### src/hw/rtl/cna_pkg.sv
package cna_pkg;

    // operand and result format
    localparam int DATA_WIDTH = 32;
    localparam int FRAC_BITS  = 16;

    // action codes
    localparam logic [2:0] ACT_ADD  = 3'd0;
    localparam logic [2:0] ACT_SUB  = 3'd1;
    localparam logic [2:0] ACT_MUL  = 3'd2;
    localparam logic [2:0] ACT_DIV  = 3'd3;
    localparam logic [2:0] ACT_MAG  = 3'd4;
    localparam logic [2:0] ACT_CONJ = 3'd5;

    // input transaction
    typedef struct packed {
        logic [2:0]                   action;
        logic signed [DATA_WIDTH-1:0] a_real;
        logic signed [DATA_WIDTH-1:0] a_imag;
        logic signed [DATA_WIDTH-1:0] b_real;
        logic signed [DATA_WIDTH-1:0] b_imag;
    } t_in_item;

    // result transaction
    typedef struct packed {
        logic signed [DATA_WIDTH-1:0] res_real;
        logic signed [DATA_WIDTH-1:0] res_imag;
        logic                         zero_divisor;
        logic                         overflowed;
    } t_out_item;

    // magnitude limits of the signed result range
    localparam logic [2*DATA_WIDTH-1:0] MAG_NEG_MAX =
        (2*DATA_WIDTH)'(1) << (DATA_WIDTH-1);
    localparam logic [2*DATA_WIDTH-1:0] MAG_POS_MAX = MAG_NEG_MAX - (2*DATA_WIDTH)'(1);

    // sign-magnitude to two's complement with clamping, returns {overflow, value}
    function automatic logic [DATA_WIDTH:0] saturate(
        input logic                    neg,
        input logic [2*DATA_WIDTH-1:0] mag,
        input logic                    force_sat
    );
        logic [2*DATA_WIDTH-1:0] lim;
        logic                    over;
        logic [DATA_WIDTH-1:0]   val;
        lim  = neg ? MAG_NEG_MAX : MAG_POS_MAX;
        over = force_sat | (mag > lim);
        val  = over ? lim[DATA_WIDTH-1:0] : mag[DATA_WIDTH-1:0];
        if (neg) begin
            val = -val;
        end
        return {over, val};
    endfunction

endpackage

### src/hw/rtl/cna_sqrt.sv
module cna_sqrt #(
    parameter int WIDTH = cna_pkg::DATA_WIDTH
) (
    input  logic                 i_clk,
    input  logic [2*WIDTH-1:0]   i_sum,
    output logic [WIDTH:0]       o_root
);

    localparam int NW    = 2*WIDTH;
    localparam int STEPS = WIDTH;
    localparam int RW    = WIDTH + 2;

    logic [NW-1:0]    r_sum  [0:STEPS-1];
    logic [RW-1:0]    r_rem  [0:STEPS-1];
    logic [WIDTH-1:0] r_root [0:STEPS-1];
    logic [WIDTH:0]   r_root_out;

    // one root bit per stage from two radicand bits
    for (genvar g = 0; g < STEPS; g++) begin : g_step
        logic [NW-1:0]    sum_in;
        logic [RW-1:0]    rem_in;
        logic [WIDTH-1:0] root_in;
        logic [RW+1:0]    rem_sh;
        logic [RW+1:0]    trial;
        logic             fits;

        if (g == 0) begin : g_first
            assign sum_in  = i_sum;
            assign rem_in  = '0;
            assign root_in = '0;
        end else begin : g_next
            assign sum_in  = r_sum[g-1];
            assign rem_in  = r_rem[g-1];
            assign root_in = r_root[g-1];
        end

        assign rem_sh = {rem_in, sum_in[NW-1-2*g -: 2]};
        assign trial  = (RW+2)'({root_in, 2'b01});
        assign fits   = rem_sh >= trial;

        always_ff @(posedge i_clk) begin
            r_sum[g]  <= sum_in;
            r_rem[g]  <= RW'(fits ? rem_sh - trial : rem_sh);
            r_root[g] <= {root_in[WIDTH-2:0], fits};
        end
    end

    // round to nearest: remainder above the root means the next half is passed
    always_ff @(posedge i_clk) begin
        r_root_out <= (WIDTH+1)'(r_root[STEPS-1])
                    + (WIDTH+1)'(r_rem[STEPS-1] > RW'(r_root[STEPS-1]));
    end

    assign o_root = r_root_out;

endmodule

### config.mk
export PLATFORM = sky130hd
export DESIGN_NAME = cna_sqrt
export DESIGN_NICKNAME = d
export VERILOG_FILES = /design/src/hw/rtl/cna_pkg.sv /design/src/hw/rtl/cna_sqrt.sv
export SDC_FILE = /design/constraint.sdc
export NUM_CORES = 2
export LEC_CHECK = 0
export BUFFER_PORTS_ARGS = -buffer_cell sky130_fd_sc_hd__buf_2
export CORE_MARGIN = 4
export CORE_UTILIZATION = 45
export CTS_CLUSTER_SIZE = 30
export DETAILED_ROUTE_END_ITERATION = 12
export GPL_TIMING_DRIVEN = 0
export SLEW_MARGIN = 40
export SYNTH_ARGS = -nofsm -noshare
export SYNTH_HDL_FRONTEND = slang
export SYNTH_MEMORY_MAX_BITS = 65536
export SYNTH_SLANG_ARGS = --single-unit
### constraint.sdc
create_clock -name i_clk -period 4.25 [get_ports i_clk]
set_input_delay 0.425 -clock i_clk [delete_from_list [all_inputs] [get_ports i_clk]]
set_output_delay 0.425 -clock i_clk [all_outputs]
set_load 0.05 [all_outputs]
Word-level counts from Yosys, hierarchy flattened
Memories as Yosys holds them, arrays and structs flattened.
Index checks and enable logic that the tools add are counted.
{ "op_classes": {"magnitude_cmp": 33, "addsub": 33, "n_mux": 32} }
{ "op_table": {"columns": ["operator", "count"], "rows": [
  ["36-bit by 34-bit >= comparator with 1-bit output", 31],
  ["34-bit 2-to-1 mux", 32],
  ["34-bit subtractor", 31],
  ["34-bit by 32-bit > comparator with 1-bit output", 1],
  ["32-bit by 1-bit adder with 33-bit output", 1],
  ["2-bit by 1-bit subtractor with 3-bit output (second input constant)", 1],
  ["2-bit by 1-bit >= comparator with 1-bit output (second input constant)", 1]
]} }
{ "word_totals": {"ram_bits": 4160, "ff_bits": 33, "output_inout_bits": 33, "memories": 3} }
{ "memory_table": {"columns": ["name", "depth", "width", "rd", "rd_ports_with_merged_regs", "wr", "line_no", "rtl"], "rows": [
  ["r_sum", 32, 64, 31, 0, 32, "cna_sqrt.sv:13", "logic [NW-1:0] r_sum [0:STEPS-1];"],
  ["r_rem", 32, 34, 32, 0, 32, "cna_sqrt.sv:14", "logic [RW-1:0] r_rem [0:STEPS-1];"],
  ["r_root", 32, 32, 32, 0, 32, "cna_sqrt.sv:15", "logic [WIDTH-1:0] r_root [0:STEPS-1];"]
]} }

Logic depth before layout (Yosys ltp)
An unclocked memory read counts as a cell.
{ "logic_depth": {"ltp_word": 3, "ltp_mapped": 21} }

Worst setup path after synthesis
No wires, ideal clock.
{ "synth_timing": {"path_type": "reg2reg", "start": "mem r_root[31][11] in the netlist's numbering", "end": "reg r_root_out[30] (netlist: o_root[30])", "required_ps": 4178, "arrival_ps": 3505, "slack_ps": 673, "stages_incl_launch_ff": 22, "n_path_buf": 0, "cell_sequence": "dfxtp_1 inv_1 ha_1 a21o_1 a21o_1 a21o_1 a21o_1 a21o_1 a21o_1 a221o_1 a211oi_1 a41oi_1 ha_1 ha_1 nand3_1 nor2_1 nand3_1 nor2_1 and2_1 nor2b_1 nand3_1 xnor2_1"} }
{ "synth_rtl": {"columns": ["item", "line_no", "rtl"], "rows": [
  ["start, declared", "cna_sqrt.sv:15", null],
  ["end signal, assigned", "cna_sqrt.sv:50", "r_root_out <= (WIDTH+1)'(r_root[STEPS-1])"],
  ["end, declared", "cna_sqrt.sv:16", "logic [WIDTH:0] r_root_out;"]
]} }

==> results.txt <==
In this run the worst setup path begins at r_root[28][16]$_DFF_P_. For the number of antenna violations at the first check in global routing, the log shows 4. The headroom to the max-slew limit is 39.5%. The tools report the die footprint as 0.222 mm^2.

After filler insertion, the fill cell instance count of the layout stands at 19400. Max-cap violations in this run came to 0. For the final cell utilization of the core, the log shows 52.2%. The average footprint of a synthesized cell was 10.1 um^2; the post-placement cell area was 0.101 mm^2.

The run gives 10700 as the final net count. For this run the aggregate overflow at the end of global routing stands at 0. The delay of the slowest cell on the worst path came out at 0.63 ns.

The tools report the end point of the critical path as r_rem[29][18]$_DFF_P_. The tools report the final worst clock skew as 0.0618 ns. The kind of cell adding the most delay to the critical path was buffers and inverters.

Once detail routing completed, the nets flagged for antenna violations numbered 0. After synthesis, flip-flops and latches occupy 53.7% of the total area. For the via count of the first global-routing pass, the log shows 66400. After legalization and detailed placement, the total HPWL measured 164000 um. From bottom edge to top edge, the die measures 471 um. The run gives 17 as the pin count of the biggest net entering global routing. In the final layout, the share of cells above drive strength 1 is 7.90%.

After detailed routing, the number of vias per cell comes to 5.12. The number of cells on the worst reg-to-reg path is 11. The worst-case register-to-register setup slack is 0.18 ns.

The routed layout has 66800 vias. For this design, the sink count on the clock tree is 2590. The commonest cells after synthesis are 2590 x sky130_fd_sc_hd__dfxtp_1, 764 x sky130_fd_sc_hd__inv_1, 733 x sky130_fd_sc_hd__nor2_1. The tightest hold path in the finished design has a slack of 0.137 ns. The deepest level of the CTS H-tree is 5. The maximum operating frequency is 246 MHz. Synthesis produced a netlist whose cell count is 9571. The critical path class is reg -> reg. Yosys mapped a number of flops with a built-in enable equal to 0.

TritonCTS built the clock tree. The most frequently used flop master after synthesis was sky130_fd_sc_hd__dfxtp_1. From synthesis to final layout, the design area changed by 14.9%. Summed over its instances, the top area cell type makes up 53.7% of the synthesized netlist area. The worst register-to-register path begins at r_root[28][16]$_DFF_P_. During synthesis, Yosys emitted a total of 0 warnings.

The tools report the number of distinct standard cells referenced by the synthesized netlist as 91. The count of buffers added on input and output ports is 97. The post-layout minimum cycle time is 4.07 ns. Clock latency on the worst-skew pair, taken at its later pin, is 0.91 ns.

The first global-routing pass estimated 345000 um of wire. After detailed routing, the average wire length per cell comes to 16.4 um. The count of buffer and inverter cells on the critical path was 4.

The first routing iteration left 3767 violations. For the summed instance area of the synthesized netlist, the log shows 0.0965 mm^2. The core region is 0.213 mm^2. sky130_fd_sc_hd__dfxtp_1 takes more of the synthesized area than any other cell. At the end of routability-driven placement, the weighted congestion stood at 0.919. Horizontal die dimension: 471 um.

Summing all non-filler instances in the final layout gives an area of 0.111 mm^2. The global router's overall resource usage was 19.0%. In this run the worst path has a maximum fanout of 10. The share of synthesized flip-flops with an asynchronous set or reset is 0%, and the worst vdd rail ir drop is 0.503 mV.

The critical path crosses 11 cells after its start point. The cell repeated most along the worst path was sky130_fd_sc_hd__a21oi_1. After synthesis, the cell types taking the most area are sky130_fd_sc_hd__dfxtp_1 54%, sky130_fd_sc_hd__ha_1 7.7%, sky130_fd_sc_hd__xnor2_1 4.9%. For this block, the routed nets add up to 214000 um of wire. Class of the tightest hold or removal check: in -> reg. Setup repair after global routing left no endpoint under its margin. The synthesis-stage register bit count works out to 2590. CTS placed an instance of sky130_fd_sc_hd__clkbuf_16 at the clock tree root. Total power for the finished layout comes to 0.0686 W. Yosys instantiated no cell more often than sky130_fd_sc_hd__dfxtp_1.

The slowest stage of the critical path belongs to the cell sky130_fd_sc_hd__nor4_2. Data required time of the worst path: 4.97 ns. The flow ran to the end, and the final reports show no timing, DRC or antenna violations. STA classifies the critical path startpoint as a flop. The number of max-slew violations in the final report is 0, and the signal arrival time at the worst endpoint is 4.79 ns. The logs give 0 for the final-report hold violation count and 98 for the count of pins on the block boundary. The run gives 0 as the count of final setup violators. Traced cell by cell, the critical path runs through inv_1 > ha_1 > nand3_1 > nor4_2 > nand2_1 > a21oi_1 > o41a_1 > clkbuf_1 > clkbuf_2 > buf_1 > a21oi_1.

The reported leakage power is 52.0 nW. No sink is reached through more buffers than the 4 on the longest clock path. In this run the core area contains 169 standard-cell rows. In the routed design, unresolved DRC markers number 0. Dividing total power by cell area gives a power density of 618 mW/mm^2. The measured slew at the worst slew-check pin was 0.899 ns. The clock-pin transition on the worst setup and hold timing paths is 0.06 ns. Synthesis produced a netlist with a net count of 10200. Once the floorplan was initialized, standard cells occupied 45.4% of the core. The number of CTS-inserted buffers is 284. The number of iterations in the first detailed-routing pass was 6. The post-route fraction of the period consumed by the critical path works out to 95.8%.

STA classifies the critical path endpoint as a flop. The terminus of the critical flop-to-flop path is r_rem[29][18]$_DFF_P_.
per-stage QoR:
stage          std cells  setup TNS [ns]  setup slack (ns)
3_5_place_dp       12500          -18.88            -0.459
3_3_place_gp       12500          -39.39            -0.945
6_report           13000               0             0.180
5_1_grt            13000               0           0.00202
4_1_cts            13000               0           0.00134
2_1_floorplan       9571               0             0.673
placed cells by master (no fill, tap or decap), types with 17 or more instances in the layout:
cell / instances
sky130_fd_sc_hd__ha_1: 596
sky130_fd_sc_hd__and2_1: 30
sky130_fd_sc_hd__buf_2: 111
sky130_fd_sc_hd__a21boi_0: 26
sky130_fd_sc_hd__nor3b_1: 25
sky130_fd_sc_hd__clkbuf_16: 294
sky130_fd_sc_hd__a21oi_1: 707
sky130_fd_sc_hd__o21ai_0: 355
sky130_fd_sc_hd__dfxtp_1: 2589
sky130_fd_sc_hd__clkbuf_1: 188
sky130_fd_sc_hd__nand2_1: 510
sky130_fd_sc_hd__nor4_1: 101
sky130_fd_sc_hd__xnor2_1: 539
sky130_fd_sc_hd__dlygate4sd3_1: 65
sky130_fd_sc_hd__nand2b_1: 94
sky130_fd_sc_hd__nand3b_1: 25
sky130_fd_sc_hd__bufinv_16: 28
sky130_fd_sc_hd__a31oi_1: 63
sky130_fd_sc_hd__or4_1: 53
sky130_fd_sc_hd__nor2_1: 731
sky130_fd_sc_hd__o31ai_1: 57
sky130_fd_sc_hd__nor3_1: 212
sky130_fd_sc_hd__o21a_1: 122
sky130_fd_sc_hd__nand3_1: 188
sky130_fd_sc_hd__a211oi_1: 48
sky130_fd_sc_hd__clkbuf_8: 46
sky130_fd_sc_hd__nand4b_1: 24
sky130_fd_sc_hd__o21bai_1: 60
sky130_fd_sc_hd__inv_1: 764
sky130_fd_sc_hd__mux2_2: 112
sky130_fd_sc_hd__a21o_1: 251
sky130_fd_sc_hd__nand4_1: 111
sky130_fd_sc_hd__xor2_1: 357
sky130_fd_sc_hd__clkinv_2: 41
sky130_fd_sc_hd__or2_2: 49
sky130_fd_sc_hd__and4_1: 17
sky130_fd_sc_hd__and3_1: 57
sky130_fd_sc_hd__or3_1: 80
sky130_fd_sc_hd__nor2b_1: 88
sky130_fd_sc_hd__o211ai_1: 33
worst min path at each step:
stage,from,endpoint,cells past startpoint
floorplan,r_sum[0][36]$_DFF_P_,r_sum[0][100]$_DFF_P_,0
global placement,r_sum[1][192]$_DFF_P_,r_sum[1][256]$_DFF_P_,0
detailed placement,r_sum[0][141]$_DFF_P_,r_sum[0][205]$_DFF_P_,0
CTS,i_sum[60],r_sum[0][60]$_DFF_P_,2
global route,i_sum[61],r_sum[0][61]$_DFF_P_,2
finish,i_sum[26],r_sum[0][26]$_DFF_P_,2
flip-flops by register name, summed over array words and instances, names as in the netlist:
| name | count |
|---|---|
| o_root | 33 |
| r_rem | 1037 |
| r_root | 528 |
| r_sum | 992 |
cell families (layout without fill, tap and decap cells):
family | Yosys count | in the layout | synth area share (%)
AOI/OAI and AO/OA | 1943 | 1943 | 12.6
xor gates and xnor gates | 896 | 896 | 8.13
adders and majority gates | 598 | 598 | 7.75
buffers and inverters | 953 | 1603 | 3.75
DFF | 2590 | 2590 | 53.7
muxes | 126 | 126 | 1.46
other | 1 | 2 | 0.00388
and+or+nand+nor | 2464 | 2464 | 12.6
per-layer routing:
metal  routed length (um)  global-route usage, %  vias to the layer above
li1                     -                      -                    33800
met5                    0                      0                        -
met1                98200                   24.6                    31200
met3                 8550                   2.64                      428
met4                 6680                   6.47                        0
met2               100000                   32.3                     1387
where the power goes:
part,switching [W],leakage [nW],internal [W]
Sequential,0.00307,21.7,0.0285
Clock,0.00931,4.63,0.0151
Combinational,0.00711,25.7,0.00547
repair_timing:
| action | 4_1_cts | 5_1_grt |
|---|---|---|
| hold buffers | 65 | 0 |
| setup endpoints to repair | 103 | 134 |
| pin swaps | 0 | 2 |
| setup buffers | 0 | 0 |
| hold endpoints to repair | 65 | 0 |
| gates resized for setup | 15 | 29 |
cell type report:
type                       count  area, um^2  share of cell area (%)
buffer                       185         754                   0.680
tap                         2821        3530                    3.18
inverter                     766        2880                    2.59
sequential                  2590       51900                    46.7
clock inverter                99        1300                    1.17
antenna                        1        2.50                 0.00226
timing repair buffer         164        1150                    1.03
clock buffer                 389        8170                    7.37
multi-input combinational   6028       41300                    37.2
Note: power is estimated with default switching activity, not from simulation.
